==> config.mk <==
export PLATFORM = sky130hd
export DESIGN_NAME = c8x_ctrl
export DESIGN_NICKNAME = d
export VERILOG_FILES = /design/src/rtl/c8x_pkg.sv /design/src/rtl/c8x_ctrl.sv
export SDC_FILE = /design/constraint.sdc
export NUM_CORES = 1
export LEC_CHECK = 0
export BUFFER_PORTS_ARGS = -buffer_cell sky130_fd_sc_hd__buf_2
export CORE_MARGIN = 4
export CORE_UTILIZATION = 58
export DETAILED_ROUTE_END_ITERATION = 8
export MAX_ROUTING_LAYER = met4
export PLACE_DENSITY = 0.88
export SYNTH_ARGS = -nofsm -noshare
export SYNTH_HDL_FRONTEND = slang
export SYNTH_SLANG_ARGS = --single-unit
==> constraint.sdc <==
create_clock -name i_clk -period 3.7 [get_ports i_clk]
set_input_delay 0.555 -clock i_clk [delete_from_list [all_inputs] [get_ports i_clk]]
set_output_delay 0.555 -clock i_clk [all_outputs]
set_load 0.01 [all_outputs]
==> src/rtl/c8x_pkg.sv <==
// Shared types, codes and constants of the CHIP-8 instruction execute block.
package c8x_pkg;

    localparam int MEM_AW = 12;
    localparam int CNT_W  = 12;

    localparam logic [MEM_AW-1:0] PC_START  = 12'h200;
    localparam logic [MEM_AW-1:0] FONT_BASE = 12'h050;
    localparam logic [MEM_AW-1:0] FONT_END  = 12'h0A0;
    localparam logic [CNT_W-1:0]  MEM_LAST  = 12'hFFF;

    localparam logic [1:0] ACT_LOAD = 2'd0;
    localparam logic [1:0] ACT_EXEC = 2'd1;
    localparam logic [1:0] ACT_READ = 2'd2;

    localparam logic [15:0] OP_CLS = 16'h00E0;
    localparam logic [15:0] OP_RET = 16'h00EE;

    localparam logic [7:0] KK_SKP   = 8'h9E;
    localparam logic [7:0] KK_SKNP  = 8'hA1;
    localparam logic [7:0] KK_LDDT  = 8'h07;
    localparam logic [7:0] KK_WAITK = 8'h0A;
    localparam logic [7:0] KK_SETDT = 8'h15;
    localparam logic [7:0] KK_SETST = 8'h18;
    localparam logic [7:0] KK_ADDI  = 8'h1E;
    localparam logic [7:0] KK_FONT  = 8'h29;
    localparam logic [7:0] KK_BCD   = 8'h33;
    localparam logic [7:0] KK_STORE = 8'h55;
    localparam logic [7:0] KK_LOAD  = 8'h65;

    localparam logic [3:0] ALU_MOV  = 4'h0;
    localparam logic [3:0] ALU_OR   = 4'h1;
    localparam logic [3:0] ALU_AND  = 4'h2;
    localparam logic [3:0] ALU_XOR  = 4'h3;
    localparam logic [3:0] ALU_ADD  = 4'h4;
    localparam logic [3:0] ALU_SUB  = 4'h5;
    localparam logic [3:0] ALU_SHR  = 4'h6;
    localparam logic [3:0] ALU_SUBN = 4'h7;
    localparam logic [3:0] ALU_SHL  = 4'hE;

    localparam logic [3:0] GRP_SYS  = 4'h0;
    localparam logic [3:0] GRP_JP   = 4'h1;
    localparam logic [3:0] GRP_CALL = 4'h2;
    localparam logic [3:0] GRP_SE   = 4'h3;
    localparam logic [3:0] GRP_SNE  = 4'h4;
    localparam logic [3:0] GRP_SER  = 4'h5;
    localparam logic [3:0] GRP_LD   = 4'h6;
    localparam logic [3:0] GRP_ADD  = 4'h7;
    localparam logic [3:0] GRP_ALU  = 4'h8;
    localparam logic [3:0] GRP_SNER = 4'h9;
    localparam logic [3:0] GRP_LDI  = 4'hA;
    localparam logic [3:0] GRP_JPV  = 4'hB;
    localparam logic [3:0] GRP_RND  = 4'hC;
    localparam logic [3:0] GRP_DRW  = 4'hD;
    localparam logic [3:0] GRP_KEY  = 4'hE;
    localparam logic [3:0] GRP_MISC = 4'hF;

    localparam logic [3:0] REG_F = 4'hF;

    localparam logic [7:0] FONT_GLYPHS [0:79] = '{
        8'hF0, 8'h90, 8'h90, 8'h90, 8'hF0, 8'h20, 8'h60, 8'h20, 8'h20, 8'h70,
        8'hF0, 8'h10, 8'hF0, 8'h80, 8'hF0, 8'hF0, 8'h10, 8'hF0, 8'h10, 8'hF0,
        8'h90, 8'h90, 8'hF0, 8'h10, 8'h10, 8'hF0, 8'h80, 8'hF0, 8'h10, 8'hF0,
        8'hF0, 8'h80, 8'hF0, 8'h90, 8'hF0, 8'hF0, 8'h10, 8'h20, 8'h40, 8'h40,
        8'hF0, 8'h90, 8'hF0, 8'h90, 8'hF0, 8'hF0, 8'h90, 8'hF0, 8'h10, 8'hF0,
        8'hF0, 8'h90, 8'hF0, 8'h90, 8'h90, 8'hE0, 8'h90, 8'hE0, 8'h90, 8'hE0,
        8'hF0, 8'h80, 8'h80, 8'h80, 8'hF0, 8'hE0, 8'h90, 8'h90, 8'h90, 8'hE0,
        8'hF0, 8'h80, 8'hF0, 8'h80, 8'hF0, 8'hF0, 8'h80, 8'hF0, 8'h80, 8'h80
    };

    typedef enum logic [4:0] {
        ST_CLEAR, ST_IDLE, ST_DISPATCH, ST_LOAD, ST_SREAD,
        ST_FETCH_HI, ST_FETCH_LO, ST_READ_X, ST_READ_Y, ST_READ_0, ST_EXEC,
        ST_FLAG, ST_D_ROW, ST_D_S0, ST_D_S1, ST_BCD,
        ST_ST_RD, ST_ST_WR, ST_LD_RD, ST_LD_WR, ST_IDXINC, ST_OUT
    } t_state;

    typedef enum logic [4:0] {
        UOP_NOP, UOP_CLEAR, UOP_CAPTURE, UOP_LOAD, UOP_SREAD,
        UOP_FETCH_HI, UOP_FETCH_LO, UOP_READ_X, UOP_READ_Y, UOP_READ_0, UOP_EXEC,
        UOP_FLAG, UOP_D_MRD, UOP_D_S0, UOP_D_S1, UOP_BCD,
        UOP_ST_RD, UOP_ST_WR, UOP_LD_RD, UOP_LD_WR, UOP_IDXINC, UOP_PUSH
    } t_uop;

    typedef struct packed {
        t_uop             uop;
        logic [CNT_W-1:0] count;
    } t_cmd;

    typedef struct packed {
        logic [1:0]  action;
        logic [15:0] op;
        logic        row_out;
        logic        out_free;
    } t_status;

endpackage

==> src/rtl/c8x_ctrl.sv <==
// Sequencer that steps the datapath through each action and instruction.
module c8x_ctrl
    import c8x_pkg::*;
(
    input  logic    i_clk,
    input  logic    i_rst_n,
    input  logic    i_valid,
    output logic    o_stall,
    input  t_status i_status,
    output t_cmd    o_cmd
);

    t_state           r_state, n_state;
    logic [CNT_W-1:0] r_cnt, n_cnt;
    logic [3:0]       op_x;
    logic [3:0]       op_n;
    logic [7:0]       op_kk;

    assign op_x  = i_status.op[11:8];
    assign op_n  = i_status.op[3:0];
    assign op_kk = i_status.op[7:0];

    always_ff @(posedge i_clk) begin
        if (!i_rst_n) begin
            r_state <= ST_CLEAR;
            r_cnt   <= '0;
        end else begin
            r_state <= n_state;
            r_cnt   <= n_cnt;
        end
    end

    always_comb begin
        n_state     = r_state;
        n_cnt       = r_cnt;
        o_cmd.uop   = UOP_NOP;
        o_cmd.count = r_cnt;
        o_stall     = 1'b1;
        case (r_state)
            ST_CLEAR: begin
                o_cmd.uop = UOP_CLEAR;
                if (r_cnt == MEM_LAST) begin
                    n_cnt   = '0;
                    n_state = ST_IDLE;
                end else begin
                    n_cnt = r_cnt + 1'b1;
                end
            end
            ST_IDLE: begin
                o_stall = 1'b0;
                if (i_valid) begin
                    o_cmd.uop = UOP_CAPTURE;
                    n_state   = ST_DISPATCH;
                end
            end
            ST_DISPATCH: begin
                case (i_status.action)
                    ACT_LOAD: n_state = ST_LOAD;
                    ACT_EXEC: n_state = ST_FETCH_HI;
                    ACT_READ: n_state = ST_SREAD;
                    default:  n_state = ST_OUT;
                endcase
            end
            ST_LOAD: begin
                o_cmd.uop = UOP_LOAD;
                n_state   = ST_OUT;
            end
            ST_SREAD: begin
                o_cmd.uop = UOP_SREAD;
                n_state   = ST_OUT;
            end
            ST_FETCH_HI: begin
                o_cmd.uop = UOP_FETCH_HI;
                n_state   = ST_FETCH_LO;
            end
            ST_FETCH_LO: begin
                o_cmd.uop = UOP_FETCH_LO;
                n_state   = ST_READ_X;
            end
            ST_READ_X: begin
                o_cmd.uop = UOP_READ_X;
                n_state   = ST_READ_Y;
            end
            ST_READ_Y: begin
                o_cmd.uop = UOP_READ_Y;
                n_state   = ST_READ_0;
            end
            ST_READ_0: begin
                o_cmd.uop = UOP_READ_0;
                n_state   = ST_EXEC;
            end
            ST_EXEC: begin
                o_cmd.uop = UOP_EXEC;
                n_cnt     = '0;
                n_state   = ST_OUT;
                case (i_status.op[15:12])
                    GRP_ALU: begin
                        if (op_n == ALU_ADD || op_n == ALU_SUB || op_n == ALU_SHR ||
                            op_n == ALU_SUBN || op_n == ALU_SHL) begin
                            n_state = ST_FLAG;
                        end
                    end
                    GRP_DRW: n_state = ST_D_ROW;
                    GRP_MISC: begin
                        if (op_kk == KK_BCD) begin
                            n_state = ST_BCD;
                        end else if (op_kk == KK_STORE) begin
                            n_state = ST_ST_RD;
                        end else if (op_kk == KK_LOAD) begin
                            n_state = ST_LD_RD;
                        end
                    end
                    default: n_state = ST_OUT;
                endcase
            end
            ST_FLAG: begin
                o_cmd.uop = UOP_FLAG;
                n_state   = ST_OUT;
            end
            ST_D_ROW: begin
                o_cmd.uop = UOP_D_MRD;
                if (r_cnt[3:0] == op_n || i_status.row_out) begin
                    n_state = ST_FLAG;
                end else begin
                    n_state = ST_D_S0;
                end
            end
            ST_D_S0: begin
                o_cmd.uop = UOP_D_S0;
                n_state   = ST_D_S1;
            end
            ST_D_S1: begin
                o_cmd.uop = UOP_D_S1;
                n_cnt     = r_cnt + 1'b1;
                n_state   = ST_D_ROW;
            end
            ST_BCD: begin
                o_cmd.uop = UOP_BCD;
                if (r_cnt[1:0] == 2'd2) begin
                    n_state = ST_OUT;
                end else begin
                    n_cnt = r_cnt + 1'b1;
                end
            end
            ST_ST_RD: begin
                o_cmd.uop = UOP_ST_RD;
                n_state   = ST_ST_WR;
            end
            ST_ST_WR: begin
                o_cmd.uop = UOP_ST_WR;
                if (r_cnt[3:0] == op_x) begin
                    n_state = ST_IDXINC;
                end else begin
                    n_cnt   = r_cnt + 1'b1;
                    n_state = ST_ST_RD;
                end
            end
            ST_LD_RD: begin
                o_cmd.uop = UOP_LD_RD;
                n_state   = ST_LD_WR;
            end
            ST_LD_WR: begin
                o_cmd.uop = UOP_LD_WR;
                if (r_cnt[3:0] == op_x) begin
                    n_state = ST_IDXINC;
                end else begin
                    n_cnt   = r_cnt + 1'b1;
                    n_state = ST_LD_RD;
                end
            end
            ST_IDXINC: begin
                o_cmd.uop = UOP_IDXINC;
                n_state   = ST_OUT;
            end
            ST_OUT: begin
                if (i_status.out_free) begin
                    o_cmd.uop = UOP_PUSH;
                    n_state   = ST_IDLE;
                end
            end
            default: n_state = ST_IDLE;
        endcase
    end

    a_draw_pair: assert property (@(posedge i_clk) disable iff (!i_rst_n)
        (r_state == ST_D_S0) |=> (r_state == ST_D_S1))
        else $error("draw row second word step skipped");

    a_out_done: assert property (@(posedge i_clk) disable iff (!i_rst_n)
        (r_state == ST_OUT && i_status.out_free) |=> (r_state == ST_IDLE))
        else $error("result transfer did not return to idle");

    a_clear_hold: assert property (@(posedge i_clk) disable iff (!i_rst_n)
        (r_state == ST_CLEAR && r_cnt != MEM_LAST) |=> (r_state == ST_CLEAR))
        else $error("memory clearing pass left early");

endmodule

==> out/results.tsv, run 1 <==
metric	value	unit
cts_hold_buf	0	
p_leak	0.0007360	µW
diodes	0	
synthesis.instances	226	
grt_pass1_vias	1565	
p_int	253.4	µW
cts.clk_slew.worst_paths	0.11	ns
slew_headroom	30.04	%
tightestPinTransition	1.044	ns
fillers	248	
place_ws	1.453	ns
pwr-share-clk	29.7	%
ant_nets	0	
path_cells	or2_1 > o21ai_0 > a21oi_1 > o21ai_0 > buf_2	
vias	1860	
wirelength	4416	µm
final_cell_mix	buf_2 (40), nand2_1 (23), dfxtp_1 (17), o21ai_0 (14), nor2_1 (12)	
sw_frac_of_total	28.92	%
antenna_found_initial	0	
hold_class	register to register	
min_to	r_cnt[6]	
crit_slowest_cell	dfxtp_1	
fin_crit_sh	64.62	%
syn_nets	251	
cts_htree_levels	1	
combPwrFrac	16.2	%
reg2reg_to	r_cnt[6]	
synth_seq_cells	17	
worst-endpoint-arrival	1.84	ns
area_delta_synth_final	11.17	%
drc	0	
hpwlAfterDp	3218	µm
finalInstanceArea	1843	µm²
rsz0062_at_grt	no	
synth_area	1658	µm²
timing.final.max_slew_violations	0	
num_io_pins	41	
critPathMostFrequentCell	o21ai_0	
critPathLaunchType	register	
crit_path_end_kind	primary output	
dpl_cell_area	1815	µm²
die_y	61.47	µm
min_from	r_cnt[6]	
fmax	0.4183	GHz
synth_edf_count	0	
cp_max_fo	21	
cp_num_buf_inv	1	
yosysWarningCount	0	
cts.sinks	17	
grt_overflow_total	0	
final_common_cell	buf_2	
cts_root_buffer	clkbuf_4	
power_switching	103.1	µW
pwr_density_cell	193.5	nW/µm²
r2r_start	r_state[4]	
hold_depth	2	
ys_seq_area_share	20.53	%
skew	0.005248	ns
synth-adder-area-share	1.509	%
cts_buffer_depth	2	
worst-r2r-cell-count	5	
core-area	2734	µm²
cts_setup_buffers	0	
detail_route.wl_per_cell	15.49	µm
drtPass1Iterations	5	
cp.required	3.14	ns
synth_top_family_by_area	simple AND/OR/NAND/NOR gates	
grt_max_degree	22	
grt_usage	24.77	%
drt_iter0_drc	170	
maxCapViolCount	0	
syn_area_per_cell	7.336	µm²
synthSimpleGateAreaFrac	33.36	%
clk-insertion-delay-late	0.30	ns
via_per_inst	6.526	
synth_xor_area_share	4.755	%
async_flop_share	0	%
critPathKind	register to primary output	
power	356.6	µW
dp.cells	281	
cts_tree	built	
drive_gt1_share	20.87	%
status	complete, no violations	
synthFlopType	dfxtp_1	
ir_drop	0.1728	mV
cts_made_buffers	3	
critPathMaxStageDelay	0.74	ns
stdcell_count	285	
layout_setup_ws	1.309	ns
die_x	61.47	µm
gp_congestion	0.9255	
r2r_slack	1.31	ns
synth-compound-area-share	30.49	%
synth.distinct_cells	54	
rows	19	
finish.net_count	280	
synthMuxAreaShare	2.415	%
io_buffer_count	40	
cts_resized	0	
fin_setup_tns	0	ns
hold_violations	0	
power_frac_seq	54.1	%
cp_top_family	flip-flops	
grt_pass1_wl	6969	µm
layout_min_cycle_time	2.391	ns
dieArea	3778	µm²
start_util	60.64	%
setup_viol	0	
==> worst reg2reg max path: cells and delay by family (launching register included) <==
| kind | cells | cell delay (ns) |
|---|---|---|
| AOI/OAI and AO/OA | 1 | 0.86 |
| DFF | 1 | 0.67 |
| buffers and inverters | 1 | 0.13 |
| muxes | 1 | 0.16 |
| and+or+nand+nor | 2 | 0.46 |
==> area by class of cell <==
class                   count  area [µm²]  share of cell area, %
multi-input cells         184        1202                  65.24
flip-flops and latches     17       340.3                  18.47
repair buffers             40       200.2                  10.86
well taps                  31       38.79                  2.105
inverters                   9       33.78                  1.833
clock buffers               3       22.52                  1.222
clock inverters             1       5.005                 0.2716
==> logic make-up (layout without fill, tap and decap cells) <==
family          count (synthesis)  after routing
simple gates                   97             97
mux                             4              4
fa+ha+maj                       2              2
flops                          17             17
compound gates                 72             72
buf+inv                        25             53
xor+xnor                        9              9
==> Yosys cell counts (3+ instances only) <==
cell type / instances / area, µm²
clkbuf_1: 8 / 30.03
nand2_1: 23 / 86.33
o22ai_1: 8 / 50.05
and2_1: 5 / 31.28
inv_1: 9 / 33.78
a211oi_1: 11 / 82.58
buf_2: 5 / 25.02
a31oi_1: 4 / 25.02
mux2i_1: 4 / 40.04
a21oi_1: 10 / 50.05
nor4_1: 3 / 18.77
dfxtp_1: 17 / 340.3
nor2b_1: 3 / 18.77
xor2_1: 4 / 35.03
nor3_1: 3 / 15.01
nand3_1: 10 / 50.05
and3_1: 4 / 25.02
nand2b_1: 6 / 37.54
xnor2_1: 5 / 43.79
o32ai_1: 3 / 26.28
nand4_1: 6 / 37.54
nor2_1: 12 / 45.04
or3_1: 9 / 56.30
o21ai_0: 14 / 70.07
or4bb_1: 3 / 33.78
==> worst max-delay path by stage <==
stage	from	end	slack, ns	cells past startpoint
after floorplan	r_cnt[1]	r_cnt[2]	1.74	6
after global placement	r_state[2]	r_cnt[8]	1.48	5
after detailed placement	r_state[4]	r_cnt[6]	1.45	5
after CTS	r_state[2]	o_cmd[12]	1.33	5
after global routing	r_state[0]	o_cmd[14]	1.13	5
final	r_state[2]	o_cmd[12]	1.31	5
==> power by group through the flow <==
| stage | clock network [µW] | registers (µW) | logic (µW) |
|---|---|---|---|
| after floorplan | 0 | 195 | 33.8 |
| after global placement | 0 | 197 | 56.0 |
| after detailed placement | 0 | 197 | 57.2 |
| after CTS | 107 | 193 | 57.4 |
| after global routing | 115 | 194 | 63.7 |
| final | 106 | 193 | 57.7 |
==> per-layer routing <==
metal  GRT usage [%]  vias up  routed length, µm
li1                -      908                  -
met1           34.80      846               1955
met2           38.22       99               2017
met3           3.354        7                402
met4           4.545        0                 40
met5               -        -                  0
==> per-stage QoR <==
stage          hold WS (ns)  utilization, %
2_1_floorplan        0.5071               -
3_3_place_gp         0.4894           66.41
3_5_place_dp         0.5004           66.41
4_1_cts              0.5170           67.41
5_1_grt              0.5248           67.41
6_report             0.5169           67.41
==> state kept, by name, indices dropped and copies added, names as in the netlist <==
name,flops
r_cnt,12
r_state,5
No activity file was read; power rests on OpenSTA's default activity.
==> run 2, diff against run 1 <==
- CORE_UTILIZATION: 58 -> 54
- PLACE_DENSITY: 0.88 -> 0.83
- clock period: 3.7 -> 2.39 ns (I/O delays scaled with it)
==> out/results.tsv, run 2 (synthesis gave the netlist of run 1 again) <==
metric	value	unit	change
vias	1864		+0.22%
die_x	63.41	µm	+3.2%
cp.required	2.03	ns	-1.11 ns
antenna_found_initial	0		unchanged
skew	0.006587	ns	+0.001340 ns
cts_hold_buf	0		unchanged
detail_route.wl_per_cell	15.82	µm	+2.1%
maxCapViolCount	0		unchanged
stdcell_count	291		+2.1%
start_util	58.11	%	-2.5 points
cts_setup_buffers	0		unchanged
combPwrFrac	16.3	%	about the same
power_frac_seq	54.0	%	about the same
setup_viol	0		unchanged
pwr-share-clk	29.7	%	about the same
cts.clk_slew.worst_paths	0.10	ns	about the same
p_int	392.5	µW	+55%
drive_gt1_share	22.69	%	+1.8 points
grt_usage	24.36	%	-0.41 points
status	complete, no violations		
rsz0062_at_grt	no		
regArea	340.3	µm²	unchanged
clk-insertion-delay-late	0.30	ns	about the same
cts_made_buffers	3		unchanged
drt_iter0_drc	174		+2.4%
cp_max_fo	17		-19%
largestRegisters	r_cnt: 12 flops, r_state: 5 flops		
p_leak	0.0007687	µW	+4.5%
die_y	63.41	µm	+3.2%
grt_pass1_vias	1749		+12%
finish.net_count	286		+2.1%
critPathLaunchType	register		
cp_num_buf_inv	2		+1
gp_congestion	0.9171		-0.91%
num_io_pins	41		unchanged
crit_slowest_cell	dfxtp_1		
ir_drop	0.2609	mV	+51%
finalInstanceArea	1888	µm²	+2.4%
crit_path_end_kind	primary output		
grt_overflow_total	0		unchanged
drtPass1Iterations	5		unchanged
cts_buffer_depth	2		unchanged
grt_pass1_wl	7928	µm	+14%
core-area	2853	µm²	+4.3%
largest_reg_flops	12		unchanged
final_cell_mix	buf_2 (40), nand2_1 (23), dfxtp_1 (17), o21ai_0 (14), nor2_1 (12)		
via_per_inst	6.405		-1.9%
fin_util	66.18	%	-1.2 points
power	552.9	µW	+55%
cts_root_buffer	clkbuf_4		
r2r_start	r_state[3]		
largest-register	r_cnt		
tightestPinTransition	1.061	ns	+0.01659 ns
min_from	i_status[1]		
timing.final.max_slew_violations	0		unchanged
cts.sinks	17		unchanged
cts_htree_levels	1		unchanged
worst-endpoint-arrival	1.84	ns	about the same
cts_tree	built		
cp_top_family	flip-flops		
area_delta_synth_final	13.89	%	
diodes	0		unchanged
critPathKind	register to primary output		
io_buffer_count	40		unchanged
ant_nets	0		unchanged
path_cells	inv_1 > o21ai_0 > o21ai_0 > and2_1 > buf_2		
hpwlAfterDp	3381	µm	+5.1%
dp.cells	287		+2.1%
rows	19		unchanged
fin_setup_tns	0	ns	unchanged
slew_headroom	28.93	%	-1.1 points
wirelength	4604	µm	+4.3%
pwr_density_cell	292.8	nW/µm²	+51%
dieArea	4021	µm²	+6.4%
power_switching	160.4	µW	+55%
critPathMaxStageDelay	0.66	ns	-0.08 ns
final_common_cell	buf_2		
fmax	0.4547	GHz	
sw_frac_of_total	29.00	%	+0.082 points
fillers	281		+13%
drc	0		unchanged
layout_min_cycle_time	2.199	ns	
dpl_cell_area	1861	µm²	+2.5%
critPathMostFrequentCell	o21ai_0		
fin_crit_sh	92.03	%	
grt_max_degree	18		-18%
hold_violations	0		unchanged
hold_class	primary input to register		
multi_input_area	1202	µm²	unchanged
cts_resized	0		unchanged
critPathLaunch	r_state[0]		
## run 2: power groups by stage
stage                     clock (µW)  sequential (µW)  combinational [µW]
after floorplan                    0              301                52.3
after global placement             0              304                86.8
after detailed placement           0              305                89.2
after CTS                        164              298                89.9
after global routing             177              300                 101
final                            164              298                90.4
## run 2: final cells by class
cell class / count / area share [%]
Timing Repair Buffer: 46 / 12.99
Clock inverter: 1 / 0.2651
Multi-Input combinational cell: 184 / 63.68
Sequential cell: 17 / 18.03
Inverter: 9 / 1.789
Tap cell: 31 / 2.054
Clock buffer: 3 / 1.193
## run 2: layer usage
layer / global-route usage (%) / up-vias / share of wire, %
met5: - / - / 0
met2: 37.42 / 77 / 46
met4: 7.008 / 0 / 0.96
met3: 4.263 / 6 / 7.4
met1: 32.72 / 854 / 46
li1: - / 927 / -
## run 2: per-stage QoR
step | hold slack, ns | worst slack (ns)
CTS | 0.4147 | 0.2289
detailed placement | 0.4916 | 0.2764
floorplan | 0.5071 | 0.4278
global route | 0.4397 | 0.08259
finish | 0.4173 | 0.1905
global placement | 0.4904 | 0.3194
## run 2: worst register-to-register path, stage by stage (launching register included)
cell and delay [ns]:
dfxtp_1 0.53, or2_1 0.34, a21oi_1 0.09, a31oi_1 0.79, nor3_1 0.17, mux2i_1 0.16
## run 2: path summary, 6_finish.rpt
path,slack [ns],to,cells past startpoint
setup / recovery,0.19,o_cmd[14],5
hold / removal,0.42,r_state[2],4
setup reg to reg,0.22,r_cnt[10],5
hold reg to reg,0.51,r_cnt[6],2
==> run 3, diff against run 2 <==
- PLACE_DENSITY: 0.83 -> 0.92
==> out/results.tsv, run 3 (synthesis gave the netlist of run 1 again) <==
metric	value	unit	change
vias	1882		+0.97%
cts_buffer_depth	2		unchanged
fin_setup_tns	0	ns	unchanged
largestRegisters	r_cnt: 12 flops, r_state: 5 flops		
grt_max_degree	18		unchanged
via_per_inst	6.445		+0.62%
core-area	2853	µm²	unchanged
critPathKind	register to primary output		
grt_usage	22.77	%	-1.6 points
pwr-share-clk	29.5	%	-0.2 points
power_switching	156.8	µW	-2.2%
start_util	58.11	%	unchanged
cts.clk_slew.worst_paths	0.10	ns	about the same
grt_overflow_total	0		unchanged
wirelength	4540	µm	-1.4%
combPwrFrac	16.1	%	-0.2 points
hold_violations	0		unchanged
clk-insertion-delay-late	0.30	ns	about the same
tightestPinTransition	0.5162	ns	-0.5449 ns
diodes	0		unchanged
area_delta_synth_final	14.34	%	
slew_headroom	65.38	%	+36 points
setup_viol	0		unchanged
hpwlAfterDp	3355	µm	-0.78%
maxCapViolCount	0		unchanged
sw_frac_of_total	28.55	%	-0.46 points
cp.required	2.03	ns	about the same
ir_drop	0.2993	mV	+15%
final_common_cell	buf_2		
cts_htree_levels	1		unchanged
cts_setup_buffers	0		unchanged
met1_usage	31.89	%	-0.83 points
drc	0		unchanged
fmax	0.4582	GHz	+0.77%
dpl_cell_area	1868	µm²	+0.40%
largest-register	r_cnt		
cts_root_buffer	clkbuf_4		
ant_nets	0		unchanged
cts_resized	0		unchanged
met3_usage	3.375	%	-0.89 points
skew	0.006487	ns	-0.0001005 ns
cts_tree	built		
critPathLaunchType	register		
die_x	63.41	µm	unchanged
layout_min_cycle_time	2.183	ns	-0.01679 ns
antenna_found_initial	0		unchanged
power_frac_seq	54.3	%	+0.3 points
rows	19		unchanged
rsz0062_at_grt	no		
worst-endpoint-arrival	1.82	ns	-0.02 ns
dieArea	4021	µm²	unchanged
timing.final.max_slew_violations	0		unchanged
drive_gt1_share	22.99	%	+0.30 points
cts_hold_buf	0		unchanged
cts_made_buffers	3		unchanged
fin_crit_sh	91.33	%	-0.70 points
pwr_density_cell	289.7	nW/µm²	-1.1%
hold_class	primary input to register		
use_met2	34.94	%	-2.5 points
largest_reg_flops	12		unchanged
io_buffer_count	40		unchanged
grt_pass1_vias	1655		-5.4%
cts.sinks	17		unchanged
finalInstanceArea	1896	µm²	+0.40%
power	549.1	µW	-0.67%
p_int	392.4	µW	about the same
cp_max_fo	17		unchanged
crit_path_end_kind	primary output		
grt_pass1_wl	7507	µm	-5.3%
drtPass1Iterations	5		unchanged
gp_congestion	0.9961		+8.6%
status	complete, no violations		
final_cell_mix	buf_2 (40), nand2_1 (23), dfxtp_1 (17), o21ai_0 (14), nor2_1 (12)		
die_y	63.41	µm	unchanged
num_io_pins	41		unchanged
fin_util	66.45	%	+0.26 points
busiest_layer	met2		
finish.net_count	287		+0.35%
drt_iter0_drc	134		-23%
p_leak	0.0007742	µW	+0.71%
detail_route.wl_per_cell	15.55	µm	-1.7%
## run 3: changes by cell type in the layout (fill, tap and decap cells not counted), sizes merged
cell,delta
buf,+1
## run 3: per-layer routing
layer  share of wire [%]  vias up
met5                   0        -
met4                0.53        0
met3                 9.9        5
met2                  45      118
met1                  45      841
li1                    -      918
## run 3: final timing paths
check                    from         end  slack [ns]  cells after the start
setup / recovery   r_state[0]   o_cmd[14]        0.21                      5
setup reg to reg     r_cnt[0]    r_cnt[9]        0.30                      7
hold / removal    i_status[1]  r_state[2]        0.41                      4
hold reg to reg      r_cnt[8]    r_cnt[8]        0.51                      2
## run 3: area by class of cell
cell class                 instances  area, µm²
clock inverter                     1      5.005
clock buffer                       3      22.52
inverter                           9      33.78
tap                               31      38.79
multi-input combinational        184       1202
fill                             247      957.2
timing repair buffer              47      252.7
sequential                        17      340.3
## run 3: power by group through the flow
stage	clock network [µW]	logic (µW)	registers [µW]
floorplan	0	52.3	301
global placement	0	86.7	304
detailed placement	0	87.2	305
CTS	163	87.8	298
global route	177	99.3	299
finish	162	88.6	298
## run 3: critical path, stage by stage (launching register included)
cell	delay, ns
dfxtp_1	0.65
inv_1	0.23
o21ai_0	0.26
o21ai_0	0.09
and2_1	0.17
buf_2	0.13
## run 3: through the flow
| stage | setup WS, ns | cells | hold WS [ns] |
|---|---|---|---|
| 4_1_cts | 0.2424 | 292 | 0.4035 |
| 6_report | 0.2073 | 292 | 0.4082 |
| 3_3_place_gp | 0.4642 | 288 | 0.4840 |
| 3_5_place_dp | 0.3862 | 288 | 0.5022 |
| 2_1_floorplan | 0.4278 | 226 | 0.5071 |
| 5_1_grt | 0.08344 | 292 | 0.4425 |
